$ cat config.mk
export PLATFORM = sky130hd
export DESIGN_NAME = spfa_count_ram
export DESIGN_NICKNAME = d
export VERILOG_FILES = /design/src/hdl/assert_macros.svh /design/src/hdl/spfa_pkg.sv /design/src/hdl/spfa_count_ram.sv
export SDC_FILE = /design/constraint.sdc
export NUM_CORES = 2
export LEC_CHECK = 0
export ABC_CLOCK_PERIOD_IN_PS = 2400
export BUFFER_PORTS_ARGS = -buffer_cell sky130_fd_sc_hd__buf_2
export CAP_MARGIN = 40
export CORE_ASPECT_RATIO = 0.9
export CORE_MARGIN = 3
export CORE_UTILIZATION = 55
export DETAILED_ROUTE_END_ITERATION = 12
export PLACE_DENSITY_LB_ADDON = 0.05
export SLEW_MARGIN = 20
export SYNTH_ARGS = -nofsm -noshare
export SYNTH_HDL_FRONTEND = slang
export SYNTH_SLANG_ARGS = --single-unit
$ cat constraint.sdc
create_clock -name clk -period 2.4 [get_ports clk]
set_input_delay 0.36 -clock clk [delete_from_list [all_inputs] [get_ports clk]]
set_output_delay 0.36 -clock clk [all_outputs]
set_load 0.005 [all_outputs]
$ cat src/hdl/assert_macros.svh
// assertion helpers, clocked on clk and disabled while rst_n is low
`ifndef ASSERT_MACROS_SVH
`define ASSERT_MACROS_SVH

// same-cycle implication
`define SPFA_ASSERT_SAME(lbl, pre, post) \
  lbl: assert property (@(posedge clk) disable iff (!rst_n) (pre) |-> (post)) \
    else $error("spfa same-cycle check failed");

// next-cycle implication
`define SPFA_ASSERT_NEXT(lbl, pre, post) \
  lbl: assert property (@(posedge clk) disable iff (!rst_n) (pre) |=> (post)) \
    else $error("spfa next-cycle check failed");

`endif

$ cat src/hdl/spfa_pkg.sv
`default_nettype none
package spfa_pkg;

  localparam int PAGES    = 512;
  localparam int PAGE_W   = $clog2(PAGES);
  localparam int COUNT_W  = 8;
  localparam int CFG_W    = 10;
  localparam int STRIDE_W = 9;
  localparam int OP_W     = 2;
  localparam int STATUS_W = 3;
  localparam int CFG_IDX_W = 3;

  localparam logic [COUNT_W-1:0] COUNT_MAX = {COUNT_W{1'b1}};

  localparam logic [OP_W-1:0] OP_ALLOC = 2'd0;
  localparam logic [OP_W-1:0] OP_FREE  = 2'd1;
  localparam logic [OP_W-1:0] OP_INC   = 2'd2;

  localparam logic [STATUS_W-1:0] ST_OK        = 3'd0;
  localparam logic [STATUS_W-1:0] ST_NO_FREE   = 3'd1;
  localparam logic [STATUS_W-1:0] ST_NOT_ALLOC = 3'd2;
  localparam logic [STATUS_W-1:0] ST_ZERO      = 3'd3;
  localparam logic [STATUS_W-1:0] ST_SAT       = 3'd4;

  localparam logic [CFG_IDX_W-1:0] CFG_STRIDE   = 3'd0;
  localparam logic [CFG_IDX_W-1:0] CFG_RESERVED = 3'd1;
  localparam logic [CFG_IDX_W-1:0] CFG_HOLE_LO  = 3'd2;
  localparam logic [CFG_IDX_W-1:0] CFG_HOLE_HI  = 3'd3;
  localparam logic [CFG_IDX_W-1:0] CFG_MEM      = 3'd4;

  typedef struct packed {
    logic [STRIDE_W-1:0] stride;
    logic [CFG_W-1:0]    reserved_below;
    logic [CFG_W-1:0]    hole_start;
    logic [CFG_W-1:0]    hole_end;
    logic [CFG_W-1:0]    memory_pages;
  } cfg_t;

  typedef struct packed {
    logic [PAGE_W-1:0] cand;
    logic              ok;
    logic [PAGE_W-1:0] sum;
  } probe_t;

endpackage
`default_nettype wire

$ cat src/hdl/spfa_count_ram.sv
`default_nettype none
module spfa_count_ram (
  input  wire logic                        clk,
  input  wire logic                        we,
  input  wire logic [spfa_pkg::PAGE_W-1:0]  waddr,
  input  wire logic [spfa_pkg::COUNT_W-1:0] wdata,
  input  wire logic [spfa_pkg::PAGE_W-1:0]  raddr,
  output logic      [spfa_pkg::COUNT_W-1:0] rdata
);

  logic [spfa_pkg::COUNT_W-1:0] mem [spfa_pkg::PAGES];

  always_ff @(posedge clk) begin
    if (we) begin
      mem[waddr] <= wdata;
    end
  end

  always_ff @(posedge clk) begin
    rdata <= mem[raddr];
  end

endmodule
`default_nettype wire

### Word-level counts from Yosys, hierarchy flattened

Memories as Yosys holds them, arrays and structs flattened. A register that Yosys moved wholly into a read port is not among the register bits.
Cells that the tools add are included.

* input bits: 28
* output and inout bits: 8
* memories: 1
* logic and storage cells: 3
* RAM bits: 4096
* bits in registers: 0

* muxes and demuxes: 2

Memories
* mem: words 512, width 8, rd ports 1, clocked after Yosys merged registers in 1, write ports 1, RTL line spfa_count_ram.sv:11 `logic [spfa_pkg::COUNT_W-1:0] mem [spfa_pkg::PAGES];`

Operators by type and width (number)
* $mux 1: 2

### Longest topological paths before layout

* depth in word-level cells: 2
* mapped depth: 12
* mapped depth without buffers: 7

### Least setup slack after synthesis

Ideal clock, no wire load.

* kind: in2reg
* from: input port raddr[0] (netlist bit)
* to: register rdata[0] (netlist bit), read port of mem
* setup time: 0.118 ns
* setup slack: 0.068 ns
* required time: 2.282 ns
* data arrival time: 2.214 ns
* stages on the path: 10
* path buffers: 4
* cell sequence: buf_4 -> buf_12 -> buf_12 -> buf_2 -> mux4_2 -> o21ai_0 -> nand3_1 -> nand4_1 -> o21ai_0 -> o2111a_1

RTL lines
* start, declared: RTL line spfa_count_ram.sv:7 `input wire logic [spfa_pkg::PAGE_W-1:0] raddr,`
* end, declared: RTL line spfa_count_ram.sv:8 `output logic [spfa_pkg::COUNT_W-1:0] rdata`

==> results.json <==
{
  "clk_pin_slew_ns": 0.06,
  "die_h_um": 517.6,
  "min_period_ns": 2.736,
  "r2r_cells": 11,
  "clk_path_buf_depth": 4,
  "cts-root-buf": "clkbuf_16",
  "rsz0062_at_grt": "true",
  "multi_input_area_um2": 34510,
  "grt_usage_pct": 29.43,
  "yosysUniqueCellTypes": 51,
  "holdPathStages": 4,
  "path_cells": "buf_8 -> or2_4 -> buf_12 -> buf_12 -> o221ai_1 -> buf_4 -> buf_6 -> a21oi_4 -> nor4_4 -> buf_4 -> nand4_1 -> nor4_4 -> buf_4 -> o2111a_1",
  "fin_util_pct": 65.98,
  "hold_class": "in -> reg",
  "critPathCaptureType": "flop",
  "grt_pass1_vias": 86426,
  "grt_pass1_wl_um": 631900,
  "die_area_um2": 297300,
  "cap_violations": 0,
  "power.density_nw_per_um2": 788.1,
  "yosys-top-cells-area": "edfxtp_1, mux4_2, mux2i_1, o221ai_1, nor2_1",
  "p_leak_nw": 64.06,
  "cp-start-kind": "input port",
  "hold_viol_final": 0,
  "critical_path_class": "in -> reg",
  "fin_ws_ns": -0.3359,
  "row_count": 187,
  "cp_max_fo": 45,
  "grt_max_degree": 103,
  "syn_area_per_cell_um2": 19.92,
  "slew_viol_final": 0,
  "synth_flop_cell": "edfxtp_1",
  "synth-edff-count": 4096,
  "critPathArrivalTime_ns": 3.62,
  "syn_to_final_growth_pct": 19.21,
  "synth_top_area_share_pct": 76.91,
  "initial_core_util_pct": 55.35,
  "wire_per_inst_um": 31.79,
  "placed_cells": 13054,
  "synth_area_um2": 159900,
  "syn_inst": 8030,
  "num_vias": 87436,
  "cts_tree": "built",
  "violations": "negative setup slack",
  "pin_count": 36,
  "finalSetupViolations": 3,
  "synth_top_cell_by_area": "edfxtp_1",
  "fmax_ghz": 0.3655,
  "die_x_um": 574.4,
  "drive_gt1_share_pct": 30.44,
  "antenna_found_initial": 23,
  "instances_no_fill": 13810,
  "route.detailed.drc": 0,
  "n_fill_cell": 19287,
  "post-route-period-util_pct": 114.0,
  "cts_made_buffers": 404,
  "relSlewSlack_pct": 43.55,
  "place_hpwl_um": 287700,
  "worstPathRequired_ns": 3.29,
  "clock_skew_ns": 0.03244,
  "whs_ns": 0.1339,
  "clk-insertion-delay-late_ns": 0.95,
  "gp_congestion": 0.9152,
  "ys_seq_area_share_pct": 77.01,
  "ys_ff_latch": 4104,
  "async_reset_ff_share_pct": 0,
  "max_stage_delay_ns": 0.47,
  "via_per_inst": 6.331,
  "portBuffers": 35,
  "synth_warnings": 0,
  "ir_drop_mv": 0.7109,
  "final-seq-area_um2": 123200,
  "core_area_um2": 289000,
  "drtAntennaViolNets": 0,
  "cts.sinks": 4104,
  "total_power_mw": 150.3,
  "layout.nets": 9631,
  "dr.first_iter.drc_count": 11450,
  "worst_pin_slew_ns": 0.8436,
  "drt_wl_total_um": 439000,
  "layout_commonest_cell": "edfxtp_1",
  "critical_path.most_common_cell": "buf_4",
  "setup_tns_ns": -0.5036,
  "htreeDepth": 5,
  "status": "finished with violations",
  "final_cell_mix": "edfxtp_1, buf_4, mux2i_1, mux4_2, nor2_1",
  "drt_first_pass_iters": 6,
  "critPathSlowestCell": "nor4_4",
  "synth_fp_nets": 8058,
  "grt_overflow": 0
}
==> routing by layer <==
metal | GRT usage (%) | routed length [µm]
met5 | 0 | 28
met4 | 7.702 | 12170
met3 | 5.376 | 42860
met2 | 44.29 | 201400
met1 | 45.00 | 182600
==> worst max-delay path, delay by kind of cell <==
| family | cells | cell delay, ns |
|---|---|---|
| AO/OA/AOI/OAI | 3 | 0.45 |
| buffers and inverters | 7 | 1.12 |
| AND/OR/NAND/NOR | 4 | 1.54 |
==> power by group <==
group / total [mW] / leakage (nW) / switching, mW / internal, mW
combinational: 8.70 / 20.9 / 5.35 / 3.35
sequential: 79.0 / 36.9 / 0.0938 / 78.9
clock: 62.6 / 6.34 / 26.6 / 36.0
total: 150 / 64.1 / 32.0 / 118
==> worst paths after layout <==
path                                       startpoint                    end  slack [ns]
worst max-delay path                         raddr[1]       rdata[5]$_DFF_P_       -0.34
worst min-delay path                         waddr[0]  mem[291][2]$_DFFE_PP_        0.13
worst max register to register   mem[35][5]$_DFFE_PP_       rdata[5]$_DFF_P_       -0.32
worst min register to register  mem[314][3]$_DFFE_PP_       rdata[3]$_DFF_P_        1.17
==> sequential cells by signal (all words and copies together), names as in the netlist <==
name	count
mem	4096
rdata	8
==> per-stage QoR <==
| stage | instance area (µm²) | setup WS (ns) |
|---|---|---|
| after detailed placement | 176900 | -2.005 |
| final | 190700 | -0.3359 |
| after CTS | 190400 | -0.3724 |
| after global placement | 176900 | -1.934 |
| after floorplan | 159900 | 0.06824 |
| after global routing | 190600 | -0.3423 |
==> cell usage after synthesis, types with 13 or more instances <==
cell,instances
a211oi_1,17
a21oi_1,194
a22oi_1,61
and2_1,20
buf_1,41
buf_2,57
buf_4,70
buf_6,64
clkbuf_1,265
edfxtp_1,4096
mux2i_1,797
mux4_2,654
nand2_1,111
nand3_1,36
nand4_1,32
nor2_1,597
nor3_1,109
nor4_1,36
o21ai_0,118
o221ai_1,371
o22ai_1,163
o31ai_1,13
==> cells by family after synthesis <==
logic type | Yosys count | share of synthesized area (%)
compound gates | 979 | 4.313
simple gates | 980 | 2.631
mux | 1451 | 14.20
buf+inv | 516 | 1.849
flops | 4104 | 77.01
==> layout make-up <==
class | instances | share of cell area, %
Sequential cell | 4104 | 64.60
Multi-Input combinational cell | 3410 | 18.10
Timing Repair Buffer | 1680 | 7.919
Clock buffer | 488 | 5.573
Tap cell | 3874 | 2.542
Clock inverter | 240 | 1.242
Antenna cell | 11 | 0.01444
Inverter | 3 | 0.009844
==> repair_timing <==
action,in CTS,in global routing
hold endpoints to repair,233,0
endpoints found under the setup margin,8,8
gates resized for setup,62,50
pin swaps,18,14
buffers inserted,7,1
hold buffers,8,0
cloned,1,0
No activity file was read; power rests on OpenSTA's default activity.
