[src/hdl/assert_macros.svh]
// assertion helpers, clocked on clk and disabled while rst_n is low
`ifndef ASSERT_MACROS_SVH
`define ASSERT_MACROS_SVH

// same-cycle implication
`define SPFA_ASSERT_SAME(lbl, pre, post) \
  lbl: assert property (@(posedge clk) disable iff (!rst_n) (pre) |-> (post)) \
    else $error("spfa same-cycle check failed");

// next-cycle implication
`define SPFA_ASSERT_NEXT(lbl, pre, post) \
  lbl: assert property (@(posedge clk) disable iff (!rst_n) (pre) |=> (post)) \
    else $error("spfa next-cycle check failed");

`endif

[src/hdl/spfa_pkg.sv]
`default_nettype none
package spfa_pkg;

  localparam int PAGES    = 512;
  localparam int PAGE_W   = $clog2(PAGES);
  localparam int COUNT_W  = 8;
  localparam int CFG_W    = 10;
  localparam int STRIDE_W = 9;
  localparam int OP_W     = 2;
  localparam int STATUS_W = 3;
  localparam int CFG_IDX_W = 3;

  localparam logic [COUNT_W-1:0] COUNT_MAX = {COUNT_W{1'b1}};

  localparam logic [OP_W-1:0] OP_ALLOC = 2'd0;
  localparam logic [OP_W-1:0] OP_FREE  = 2'd1;
  localparam logic [OP_W-1:0] OP_INC   = 2'd2;

  localparam logic [STATUS_W-1:0] ST_OK        = 3'd0;
  localparam logic [STATUS_W-1:0] ST_NO_FREE   = 3'd1;
  localparam logic [STATUS_W-1:0] ST_NOT_ALLOC = 3'd2;
  localparam logic [STATUS_W-1:0] ST_ZERO      = 3'd3;
  localparam logic [STATUS_W-1:0] ST_SAT       = 3'd4;

  localparam logic [CFG_IDX_W-1:0] CFG_STRIDE   = 3'd0;
  localparam logic [CFG_IDX_W-1:0] CFG_RESERVED = 3'd1;
  localparam logic [CFG_IDX_W-1:0] CFG_HOLE_LO  = 3'd2;
  localparam logic [CFG_IDX_W-1:0] CFG_HOLE_HI  = 3'd3;
  localparam logic [CFG_IDX_W-1:0] CFG_MEM      = 3'd4;

  typedef struct packed {
    logic [STRIDE_W-1:0] stride;
    logic [CFG_W-1:0]    reserved_below;
    logic [CFG_W-1:0]    hole_start;
    logic [CFG_W-1:0]    hole_end;
    logic [CFG_W-1:0]    memory_pages;
  } cfg_t;

  typedef struct packed {
    logic [PAGE_W-1:0] cand;
    logic              ok;
    logic [PAGE_W-1:0] sum;
  } probe_t;

endpackage
`default_nettype wire

[src/hdl/spfa_probe.sv]
`default_nettype none
module spfa_probe (
  input  wire spfa_pkg::cfg_t                cfg,
  input  wire logic [spfa_pkg::PAGE_W-1:0]   base,
  input  wire logic                          skip_zero,
  output spfa_pkg::probe_t                   res
);

  localparam logic [spfa_pkg::PAGE_W:0] PAGES_V = (spfa_pkg::PAGE_W+1)'(spfa_pkg::PAGES);

  logic [spfa_pkg::PAGE_W-1:0] cand;
  logic [spfa_pkg::CFG_W-1:0]  cand_x;
  logic [spfa_pkg::PAGE_W:0]   sum_raw;
  logic                        in_hole;

  always_comb begin
    cand    = (skip_zero && (base == '0)) ? spfa_pkg::PAGE_W'(1) : base;
    cand_x  = spfa_pkg::CFG_W'(cand);
    in_hole = (cand_x >= cfg.hole_start) && (cand_x < cfg.hole_end);
    res.cand = cand;
    res.ok   = (int'(cand) < spfa_pkg::PAGES) &&
               (cand_x >= cfg.reserved_below) &&
               (cand_x < cfg.memory_pages) && !in_hole;
    // stride always below the page count, so one conditional subtract wraps
    sum_raw = {1'b0, base} + (spfa_pkg::PAGE_W+1)'(cfg.stride);
    if (sum_raw >= PAGES_V) begin
      res.sum = spfa_pkg::PAGE_W'(sum_raw - PAGES_V);
    end else begin
      res.sum = spfa_pkg::PAGE_W'(sum_raw);
    end
  end

endmodule
`default_nettype wire

[config.mk]
export PLATFORM = sky130hd
export DESIGN_NAME = spfa_probe
export DESIGN_NICKNAME = d
export VERILOG_FILES = /design/src/hdl/assert_macros.svh /design/src/hdl/spfa_pkg.sv /design/src/hdl/spfa_probe.sv
export SDC_FILE = /design/constraint.sdc
export NUM_CORES = 1
export LEC_CHECK = 0
export ABC_AREA = 0
export BUFFER_PORTS_ARGS = -buffer_cell sky130_fd_sc_hd__clkbuf_2
export CORE_UTILIZATION = 30
export DETAILED_ROUTE_END_ITERATION = 12
export GPL_ROUTABILITY_DRIVEN = 0
export SLEW_MARGIN = 10
export SYNTH_ARGS = -nofsm -noshare
export SYNTH_HDL_FRONTEND = slang
export SYNTH_SLANG_ARGS = --single-unit
export TNS_END_PERCENT = 20
[constraint.sdc]
create_clock -name vclk -period 3.3
set_input_delay 0.66 -clock vclk [all_inputs]
set_output_delay 0.66 -clock vclk [all_outputs]
set_load 0.05 [all_outputs]
Word level (Yosys, flattened, before mapping)
Index checks and enable logic that the tools add are counted.
{ "op_classes": {"n_addsub": 2, "magnitude_cmp": 5, "n_mux": 2, "reduce_logical": 6} }
{ "ops": {"columns": ["op", "n"], "rows": [
  ["9-bit by 10-bit >= comparator with 1-bit output", 2],
  ["9-bit by 10-bit less-than comparator with 1-bit output", 2],
  ["9-bit two-way mux", 2],
  ["9-bit by 9-bit adder with 10-bit output", 1],
  ["10-bit >= comparator, second input constant", 1],
  ["9-bit logical NOT", 1],
  ["9-bit by 1-bit subtractor with 9-bit output, second input constant", 1],
  ["1-bit logical AND", 4],
  ["1-bit logical NOT", 1]
]} }
{ "totals": {"reg_bits": 0, "in_bits": 59, "out_inout_bits": 19, "word_cells": 15} }

Longest topological paths before layout
Gate-level depths: netlist (run 1).
{ "logic_depth": {"word_depth": 7, "mapped_depth": 9, "depth_no_buf": 9} }

Least setup slack after synthesis (run 1)
Ideal clock, no wire load.
{ "synth_path": {"path_type": "input to output", "start": "input base[7] (netlist name)", "end": "output res[9] (netlist name)", "arrival_ns": 2.776, "path_slack_ns": -0.136, "path_stages": 7, "n_path_buf": 1, "path_cell_list": "clkbuf_1 ha_1 a21o_1 a21oi_1 o22ai_1 or4b_1 and4_1"} }
{ "synth_lines": {"columns": ["element", "line", "text"], "rows": [
  ["start, declared", "spfa_probe.sv:4", "input wire logic [spfa_pkg::PAGE_W-1:0] base,"],
  ["end, declared", "spfa_probe.sv:6", "output spfa_pkg::probe_t res"]
]} }

==> reports/metrics.json, run 1 <==
{
  "status": "finished with violations",
  "violations_in_the_final_reports": "negative setup slack",
  "nFlopsAndLatches": 0,
  "report.final.setup_viol": 1,
  "timing.setup.critical_path_class": "input pin to output pin",
  "crit_chain": "clkbuf_2 -> nor4b_4 -> buf_4 -> and3_4 -> nor2_2 -> ha_1 -> nand2b_1 -> a211oi_1 -> o21ai_1 -> or4b_1 -> and4_1 -> buf_8",
  "grt_first_pass_wirelength_um": 5110,
  "detailroute.via_count": 1366,
  "hold_viol_final": 0,
  "detailed_place_hpwl_um": 2920,
  "rsz0062_at_grt": "yes",
  "post_synth_most_frequent_cells": "42 x ha_1, 38 x inv_1, 12 x a21oi_1, 12 x nor2_1, 8 x clkbuf_1",
  "syn-mean-instance-area_um2": 7.20,
  "core_area_um2": 3800,
  "achievable_clock_frequency_mhz": 299,
  "ys_seq_area_share_pct": 0,
  "power.leakage_nw": 1.10,
  "detail_route.wirelength_um": 3220,
  "nNetsFinal": 357,
  "preCtsSetupSlack_ns": -0.259,
  "maxCapViolations": 0,
  "die_y_um": 66.1,
  "timing.critical_path.slowest_cell_delay_ns": 0.42,
  "place.port_buffers": 78,
  "syn_to_final_growth_pct": 45.6,
  "critical_path.startpoint_type": "input pin",
  "mappedNetlistNets": 273,
  "power_density_nw_per_um2": 190,
  "ys_top_cells_by_area": "ha_1 43%, inv_1 12%, xnor2_1 5.0%, a21oi_1 4.9%, nor2_1 3.7%",
  "dpl_cell_area_um2": 1740,
  "ratio_of_cells_with_drive_above_1_in_the_final_layout_pct": 37.9,
  "yosysUniqueCellTypes": 34,
  "design.portCount": 78,
  "antenna_found_initial": 0,
  "total_power_mw": 0.340,
  "final.fill_count": 413,
  "die-width_um": 66.1,
  "track_usage_pct": 14.6,
  "whs_endpoint": "res[0]",
  "largest_net_degree_at_the_start_of_global_routing": 8,
  "timing.final.ws_setup_ns": -0.0403,
  "postSynthCellCount": 171,
  "tns_ns": -0.0403,
  "yosysWarnings": 0,
  "rows": 22,
  "drt_first_iter_violations": 29,
  "worst_ep_required_time_ns": 2.64,
  "vdd.ir_drop.worst_v": 0.000179,
  "part_of_the_cycle_the_worst_path_needs_pct": 101,
  "drt.antenna.violating_nets": 0,
  "drt_first_pass_iters": 4,
  "fin_crit_ns": 3.34,
  "post-synth-top-area-cell": "ha_1",
  "cp.arrival_ns": 2.68,
  "yosysMostFrequentCell": "ha_1",
  "post-route-drc-count": 0,
  "worst-slew-pin-transition_ns": 0.331,
  "initial_utilization_pct": 32.4,
  "die_area_um2": 4360,
  "hold_path.startpoint": "cfg[40]",
  "worstHoldPathCells": 3,
  "min_delay_worst_type": "input pin to output pin",
  "cts_hold_repair.buffers": 0,
  "cp-end-kind": "output pin",
  "layout.clock_buffers": 0,
  "synth_top_area_share_pct": 42.7,
  "cpMaxStageDelayCell": "or4b_1",
  "netlist_area_um2": 1230,
  "max-slew-margin-rel_pct": 77.7,
  "final-seq-area_um2": 0,
  "critPathTopFamily": "simple AND/OR/NAND/NOR gates",
  "layout.cell_area.non_filler_um2": 1790,
  "slew_violations": 0,
  "first_global_vias": 1212,
  "placedCellCount": 301,
  "antennaDiodeCount": 0,
  "critical_path_buf_inv_count": 3,
  "crit_fanout": 2,
  "globalRouteOverflowTotal": 0,
  "layout.cells.non_filler": 301,
  "cts_setup_buffers": 0,
  "wl_per_cell_um": 10.7,
  "vias_per_cell": 4.54
}
## final cells by class
| type | count | area, um2 | share of cell area, % |
|---|---|---|---|
| Inverter | 38 | 143 | 7.96 |
| Timing Repair Buffer | 90 | 490 | 27.4 |
| Multi-Input combinational cell | 125 | 1100 | 61.3 |
| Tap cell | 48 | 60.1 | 3.35 |
## cells by family (layout without fill, tap and decap cells)
family,count (synthesis),after routing,synth area share (%)
adder cells (fa/ha/maj),43,43,44.3
AO/OA/AOI/OAI,39,39,20.3
AND/OR/NAND/NOR,35,35,15.7
XOR/XNOR,8,8,5.69
buffers and inverters,46,128,14.0
## worst max path at each step
stage | startpoint | endpoint | slack [ns] | cells past startpoint
global placement | base[6] | res[9] | -0.24 | 12
detailed placement | base[6] | res[9] | -0.26 | 12
global route | base[7] | res[9] | -0.14 | 12
finish | base[7] | res[9] | -0.04 | 12
floorplan | base[4] | res[9] | 0.01 | 7
CTS | base[7] | res[9] | -0.07 | 12
## through the flow
step,util (%),hold WS [ns]
6_report,47.2,1.78
5_1_grt,47.2,1.79
4_1_cts,46.4,1.78
3_5_place_dp,45.8,1.78
3_3_place_gp,45.8,1.77
2_1_floorplan,-,1.56
## cells in the final DEF (no fill, tap or decap), types with 3 or more instances in the layout
cell	netlist	routed
buf_4	0	12
ha_1	42	42
o21ai_0	6	4
xnor2_1	7	7
nand2_1	4	4
clkbuf_2	0	77
nor2b_1	3	3
a21o_1	4	4
inv_1	38	38
nor2_1	12	11
o21a_1	4	4
a211oi_1	3	3
a21oi_1	12	11
## where the power goes
| part | total [mW] | internal [mW] | switching, mW | leakage (nW) |
|---|---|---|---|---|
| sequential | 0 | 0 | 0 | 0 |
| clock | 0 | 0 | 0 | 0 |
| combinational | 0.340 | 0.128 | 0.212 | 1.10 |
## metal layers
metal / share of wire, % / vias up / GRT usage, %
li1: - / 756 / -
met1: 50 / 566 / 20.8
met2: 44 / 44 / 25.4
met3: 5.6 / 0 / 0.862
met4: 0 / 0 / 0
met5: 0 / - / 0
## timing repair
action | in CTS | in global routing
pin swaps | 3 | 0
endpoints found under the hold margin | 0 | 0
endpoints found under the setup margin | 1 | 3
resized for setup | 6 | 6
No activity file was read; power rests on OpenSTA's default activity.
==> inputs of run 2 (changes only) <==
--- a/config.mk
+++ b/config.mk
@@ -6,10 +6,12 @@
 export NUM_CORES = 1
 export LEC_CHECK = 0
 export ABC_AREA = 0
+export ABC_CLOCK_PERIOD_IN_PS = 3300
 export BUFFER_PORTS_ARGS = -buffer_cell sky130_fd_sc_hd__clkbuf_2
 export CORE_UTILIZATION = 30
 export DETAILED_ROUTE_END_ITERATION = 12
 export GPL_ROUTABILITY_DRIVEN = 0
+export GPL_TIMING_DRIVEN = 0
 export SLEW_MARGIN = 10
 export SYNTH_ARGS = -nofsm -noshare
 export SYNTH_HDL_FRONTEND = slang
==> run 2 against run 1 <==
The run still ends with negative setup slack left. Critical path type unchanged. Maximum frequency is 0.88% lower. Cell area up 0.70%. Worst hold slack improved by 0.0021 ns.
==> reports/metrics.json, run 2 (synthesis results as in run 1) <==
{
  "comb_power_share": {"value": 100.0, "unit": "%", "change": "about the same"},
  "power.share.sequential": {"value": 0, "unit": "%", "change": "unchanged"},
  "tns": {"value": -0.0700, "unit": "ns", "change": "-0.0297 ns"},
  "p_sw_share": {"value": 62.0, "unit": "%", "change": "-0.25 points"},
  "timing.final.ws_setup": {"value": -0.0700, "unit": "ns", "change": "-0.0297 ns"},
  "grt_first_pass_wirelength": {"value": 5310, "unit": "um", "change": "+3.9%"},
  "max-slew-margin-rel": {"value": 73.0, "unit": "%", "change": "-4.7 points"},
  "crit_chain": "buf_8 -> nor4b_4 -> and3_4 -> nor2_4 -> ha_4 -> nand2b_4 -> a211oi_2 -> o21ai_1 -> or4b_1 -> and4_1 -> buf_8",
  "power_density": {"value": 189, "unit": "nW/um2", "change": "-0.29%"},
  "slew_violations": {"value": 0, "change": "unchanged"},
  "detailroute.via_count": {"value": 1380, "change": "+1.0%"},
  "die-width": {"value": 66.1, "unit": "um", "change": "unchanged"},
  "vias_per_cell": {"value": 4.63, "change": "+2.0%"},
  "die_area": {"value": 4360, "unit": "um2", "change": "unchanged"},
  "first_global_vias": {"value": 1244, "change": "+2.6%"},
  "power.leakage": {"value": 1.09, "unit": "nW", "change": "-1.1%"},
  "hold_viol_final": {"value": 0, "change": "unchanged"},
  "met1_usage": {"value": 21.0, "unit": "%", "change": "+0.18 points"},
  "antennaDiodeCount": {"value": 0, "change": "unchanged"},
  "initial_utilization": {"value": 32.4, "unit": "%", "change": "unchanged"},
  "place.port_buffers": {"value": 78, "change": "unchanged"},
  "ratio_of_cells_with_drive_above_1_in_the_final_layout": {"value": 36.8, "unit": "%", "change": "-1.1 points"},
  "rows": {"value": 22, "change": "unchanged"},
  "fin_crit": {"value": 3.37, "unit": "ns", "change": "+0.0297 ns"},
  "wl_per_cell": {"value": 10.9, "unit": "um", "change": "+1.5%"},
  "part_of_the_cycle_the_worst_path_needs": {"value": 102, "unit": "%", "change": "+0.90 points"},
  "violations_in_the_final_reports": "negative setup slack",
  "cp.arrival": {"value": 2.71, "unit": "ns", "change": "+0.03 ns"},
  "die_y": {"value": 66.1, "unit": "um", "change": "unchanged"},
  "critical_path.startpoint_type": "input pin",
  "drt_first_iter_violations": {"value": 53, "change": "+83%"},
  "timing.setup.critical_path_class": "input pin to output pin",
  "rsz0062_at_grt": "yes",
  "layout.clock_buffers": {"value": 0, "change": "unchanged"},
  "post-route-drc-count": {"value": 0, "change": "unchanged"},
  "status": "finished with violations",
  "worst-slew-pin-transition": {"value": 0.400, "unit": "ns", "change": "+0.0689 ns"},
  "layout.cells.non_filler": {"value": 298, "change": "-1.0%"},
  "final.fill_count": {"value": 389, "change": "-5.8%"},
  "cpMaxStageDelayCell": "or4b_1",
  "maxCapViolations": {"value": 0, "change": "unchanged"},
  "detailed_place_hpwl": {"value": 2850, "unit": "um", "change": "-2.4%"},
  "drt_first_pass_iters": {"value": 7, "change": "+3"},
  "whs": {"value": 1.78, "unit": "ns", "change": "+0.00213 ns"},
  "detail_route.wirelength": {"value": 3240, "unit": "um", "change": "+0.47%"},
  "most_common_library_cell_in_the_layout_ignoring_fill_and_taps": "clkbuf_2",
  "globalRouteOverflowTotal": {"value": 0, "change": "unchanged"},
  "track_usage": {"value": 14.8, "unit": "%", "change": "+0.25 points"},
  "timing.critical_path.slowest_cell_delay": {"value": 0.43, "unit": "ns", "change": "about the same"},
  "crit_fanout": {"value": 3, "change": "+1"},
  "placedCellCount": {"value": 297, "change": "-1.3%"},
  "vdd.ir_drop.worst": {"value": 0.000155, "unit": "V", "change": "-13%"},
  "final-seq-area": {"value": 0, "unit": "um2", "change": "unchanged"},
  "busiest_layer": "met2",
  "globalRouteMet2Util": {"value": 25.9, "unit": "%", "change": "+0.51 points"},
  "nNetsFinal": {"value": 354, "change": "-0.84%"},
  "met3_usage": {"value": 1.03, "unit": "%", "change": "+0.17 points"},
  "hold_path.startpoint": "cfg[40]",
  "p_sw": {"value": 0.212, "unit": "mW", "change": "about the same"},
  "whs_endpoint": "res[0]",
  "core_area": {"value": 3800, "unit": "um2", "change": "unchanged"},
  "drt.antenna.violating_nets": {"value": 0, "change": "unchanged"},
  "achievable_clock_frequency": {"value": 297, "unit": "MHz", "change": "-0.88%"},
  "worst_ep_required_time": {"value": 2.64, "unit": "ns", "change": "about the same"},
  "cts_hold_repair.buffers": {"value": 0, "change": "unchanged"},
  "report.final.setup_viol": {"value": 1, "change": "unchanged"},
  "worstHoldPathCells": {"value": 3, "change": "unchanged"},
  "min_delay_worst_type": "input pin to output pin",
  "internal_power": {"value": 0.130, "unit": "mW", "change": "+1.1%"},
  "preCtsSetupSlack": {"value": -0.453, "unit": "ns", "change": "-0.194 ns"},
  "cp-end-kind": "output pin",
  "nFlopsAndLatches": {"value": 0, "change": "unchanged"},
  "antenna_found_initial": {"value": 0, "change": "unchanged"},
  "critical_path_buf_inv_count": {"value": 2, "change": "-1"},
  "layout_common_cells": "79 x clkbuf_2, 41 x ha_1, 38 x inv_1",
  "design.portCount": {"value": 78, "change": "unchanged"},
  "cell_with_the_most_instances_on_the_worst_path": "buf_8",
  "clockPowerShare": {"value": 0, "unit": "%", "change": "unchanged"},
  "largest_net_degree_at_the_start_of_global_routing": {"value": 7, "change": "-1"},
  "syn_to_final_growth_pct": 46.6,
  "critPathTopFamily": "simple AND/OR/NAND/NOR gates"
}
[run 2: worst max-delay path by stage]
stage	startpoint	to	slack [ns]	depth (start not counted)
floorplan	base[4]	res[9]	0.01	7
global placement	base[8]	res[9]	-0.49	11
detailed placement	base[8]	res[9]	-0.45	11
CTS	base[8]	res[9]	-0.11	11
global route	base[6]	res[9]	-0.16	11
finish	base[6]	res[9]	-0.07	11
[run 2: per-stage QoR]
step,instance area [um2],total power [mW],util [%]
finish,1810,0.341,47.5
global route,1810,0.377,47.5
CTS,1760,0.336,46.4
detailed placement,1690,0.323,44.4
global placement,1690,0.321,44.4
floorplan,1240,0.234,-
[run 2: final cells by class]
cell class                 count  area, um2  share of cell area [%]
multi-input combinational    125       1120                    62.2
timing repair buffer          79        444                    24.6
inverter                      38        143                    7.90
tap                           48       60.1                    3.33
buffer                         8       36.3                    2.01
[run 2: tightest hold or removal path: cells and delay by family]
family,cells,cell delay (ns)
fa+ha+maj,1,0.12
buf+inv,2,0.34
[run 2: timing repair]
action / 4_1_cts / 5_1_grt
setup buffers: 1 / 0
endpoints found under the setup margin: 1 / 2
gates resized for setup: 13 / 12
pin swaps: 7 / 5
[run 2: power groups by stage]
stage	registers, mW	logic, mW	clock network, mW
final	0	0.341	0
after global routing	0	0.377	0
after floorplan	0	0.234	0
after global placement	0	0.321	0
after CTS	0	0.336	0
after detailed placement	0	0.323	0
[run 2: per-layer routing]
metal	vias up	share of wire [%]
met1	572	48
li1	754	-
met3	0	7.0
met4	0	0
met5	-	0
met2	54	45
==> inputs of run 3 (changes only) <==
--- a/config.mk
+++ b/config.mk
@@ -8,6 +8,7 @@
 export ABC_AREA = 0
 export ABC_CLOCK_PERIOD_IN_PS = 3300
 export BUFFER_PORTS_ARGS = -buffer_cell sky130_fd_sc_hd__clkbuf_2
+export CORE_ASPECT_RATIO = 1.5
 export CORE_UTILIZATION = 30
 export DETAILED_ROUTE_END_ITERATION = 12
 export GPL_ROUTABILITY_DRIVEN = 0
==> run 3 against run 2 <==
The flow still finishes with violations (negative setup slack). Via count down 0.43%. First-iteration DRC count down 83%. Global-route usage up 0.44 points. Sequential share of layout area unchanged. Worst hold slack worse by 0.016 ns. Cell area up 0.76%. Die area up 0.13%. Largest cell class unchanged.
==> reports/metrics.json, run 3 (synthesis results as in run 1) <==
{
  "critical_path.startpoint_type": "input pin",
  "min_delay_worst_type": "input pin to output pin",
  "place.port_buffers": {"value": 78, "change": "unchanged"},
  "nFlopsAndLatches": {"value": 0, "change": "unchanged"},
  "worst_ep_required_time": {"value": 2.64, "unit": "ns", "change": "about the same"},
  "slew_violations": {"value": 0, "change": "unchanged"},
  "detail_route.wirelength": {"value": 3190, "unit": "um", "change": "-1.5%"},
  "drt_first_iter_violations": {"value": 9, "change": "-83%"},
  "largest_net_degree_at_the_start_of_global_routing": {"value": 7, "change": "unchanged"},
  "drt_first_pass_iters": {"value": 4, "change": "-3"},
  "fin_crit": {"value": 3.34, "unit": "ns", "change": "-0.0320 ns"},
  "final-seq-area": {"value": 0, "unit": "um2", "change": "unchanged"},
  "power_density": {"value": 188, "unit": "nW/um2", "change": "-0.48%"},
  "die_area": {"value": 4370, "unit": "um2", "change": "+0.13%"},
  "power.leakage": {"value": 1.10, "unit": "nW", "change": "+1.2%"},
  "layout_common_cells": "79 x clkbuf_2, 41 x ha_1, 38 x inv_1",
  "timing.critical_path.slowest_cell_delay": {"value": 0.47, "unit": "ns", "change": "+0.04 ns"},
  "crit_chain": "buf_8 -> nor4b_4 -> and3_4 -> nor2_4 -> ha_4 -> nand2b_4 -> a211oi_2 -> o21ai_1 -> or4b_4 -> and4_4 -> buf_8",
  "wl_per_cell": {"value": 10.7, "unit": "um", "change": "-1.2%"},
  "vias_per_cell": {"value": 4.63, "change": "about the same"},
  "achievable_clock_frequency": {"value": 300, "unit": "MHz", "change": "+0.96%"},
  "multi_input_comb_area": {"value": 1120, "unit": "um2", "change": "+0.22%"},
  "maxCapViolations": {"value": 0, "change": "unchanged"},
  "max-slew-margin-rel": {"value": 76.3, "unit": "%", "change": "+3.3 points"},
  "antennaDiodeCount": {"value": 0, "change": "unchanged"},
  "grt_first_pass_wirelength": {"value": 5180, "unit": "um", "change": "-2.5%"},
  "first_global_vias": {"value": 1278, "change": "+2.7%"},
  "finish.utilization": {"value": 46.4, "unit": "%", "change": "-1.2 points"},
  "nNetsFinal": {"value": 356, "change": "+0.56%"},
  "timing.final.ws_setup": {"value": -0.0379, "unit": "ns", "change": "+0.0320 ns"},
  "hold_viol_final": {"value": 0, "change": "unchanged"},
  "globalRouteOverflowTotal": {"value": 0, "change": "unchanged"},
  "initial_utilization": {"value": 31.4, "unit": "%", "change": "-1.0 points"},
  "timing.setup.critical_path_class": "input pin to output pin",
  "cpMaxStageDelayCell": "or4b_4",
  "antenna_found_initial": {"value": 0, "change": "unchanged"},
  "design.portCount": {"value": 78, "change": "unchanged"},
  "cp-end-kind": "output pin",
  "core_area": {"value": 3920, "unit": "um2", "change": "+3.3%"},
  "preCtsSetupSlack": {"value": -0.492, "unit": "ns", "change": "-0.0381 ns"},
  "crit_fanout": {"value": 3, "change": "unchanged"},
  "final.fill_count": {"value": 436, "change": "+12%"},
  "violations_in_the_final_reports": "negative setup slack",
  "cell_with_the_most_instances_on_the_worst_path": "buf_8",
  "rsz0062_at_grt": "yes",
  "critPathTopFamily": "simple AND/OR/NAND/NOR gates",
  "detailroute.via_count": {"value": 1374, "change": "-0.43%"},
  "placedCellCount": {"value": 294, "change": "-1.0%"},
  "report.final.setup_viol": {"value": 1, "change": "unchanged"},
  "worst-slew-pin-transition": {"value": 0.351, "unit": "ns", "change": "-0.0492 ns"},
  "cp.arrival": {"value": 2.68, "unit": "ns", "change": "-0.03 ns"},
  "vdd.ir_drop.worst": {"value": 0.000209, "unit": "V", "change": "+35%"},
  "post-route-drc-count": {"value": 0, "change": "unchanged"},
  "layout.clock_buffers": {"value": 0, "change": "unchanged"},
  "part_of_the_cycle_the_worst_path_needs": {"value": 101, "unit": "%", "change": "-0.97 points"},
  "rows": {"value": 28, "change": "+27%"},
  "detailed_place_hpwl": {"value": 2900, "unit": "um", "change": "+1.6%"},
  "die_y": {"value": 80.5, "unit": "um", "change": "+22%"},
  "syn_to_final_growth_pct": 47.8,
  "ratio_of_cells_with_drive_above_1_in_the_final_layout": {"value": 37.7, "unit": "%", "change": "+0.90 points"},
  "most_common_library_cell_in_the_layout_ignoring_fill_and_taps": "clkbuf_2",
  "layout.cells.non_filler": {"value": 297, "change": "-0.34%"},
  "critical_path_buf_inv_count": {"value": 2, "change": "unchanged"},
  "status": "finished with violations",
  "track_usage": {"value": 15.3, "unit": "%", "change": "+0.44 points"},
  "die-width": {"value": 54.3, "unit": "um", "change": "-18%"},
  "drt.antenna.violating_nets": {"value": 0, "change": "unchanged"}
}
[run 3: cell types whose count changed in the layout (fill, tap and decap cells not counted)]
cell     before  now
buf_4         1    3
a21oi_1      11   12
a21oi_2       1    0
and4_1        1    0
and4_4        0    1
or4b_1        1    0
or4b_4        0    1
[run 3: report_power, final]
group	internal, mW	switching [mW]	leakage [nW]	total [mW]
registers	0	0	0	0
clock network	0	0	0	0
logic	0.132	0.211	1.10	0.342
[run 3: routing by layer]
| metal | up-vias | routed length, um | global-route usage (%) |
|---|---|---|---|
| li1 | 754 | - | - |
| met5 | - | 0 | 0 |
| met2 | 38 | 1790 | 30.2 |
| met3 | 0 | 131 | 0.189 |
| met4 | 0 | 0 | 0 |
| met1 | 582 | 1270 | 18.3 |
[run 3: area by class of cell]
| cell class | instances | share of cell area, % |
|---|---|---|
| buffer | 8 | 1.99 |
| inverter | 38 | 7.84 |
| multi-input combinational | 125 | 61.8 |
| tap | 45 | 3.09 |
| timing repair buffer | 81 | 25.2 |
[run 3: final timing paths]
path	end	slack, ns	depth (start not counted)	from
min	res[9]	1.76	4	cfg[39]
max	res[9]	-0.04	11	base[6]
[run 3: repair_timing]
action / 4_1_cts / 5_1_grt
hold buffers: 0 / 0
endpoints found under the setup margin: 1 / 2
setup buffers: 3 / 0
pin swaps: 7 / 5
gates resized for setup: 15 / 11
[run 3: per-stage QoR]
step	setup TNS (ns)	total power [mW]	hold slack, ns	area (um2)
finish	-0.0379	0.342	1.76	1820
global route	-0.155	0.380	1.80	1820
CTS	-0.118	0.340	1.78	1790
detailed placement	-0.492	0.324	1.78	1680
global placement	-0.478	0.322	1.78	1680
floorplan	0	0.234	1.56	1240
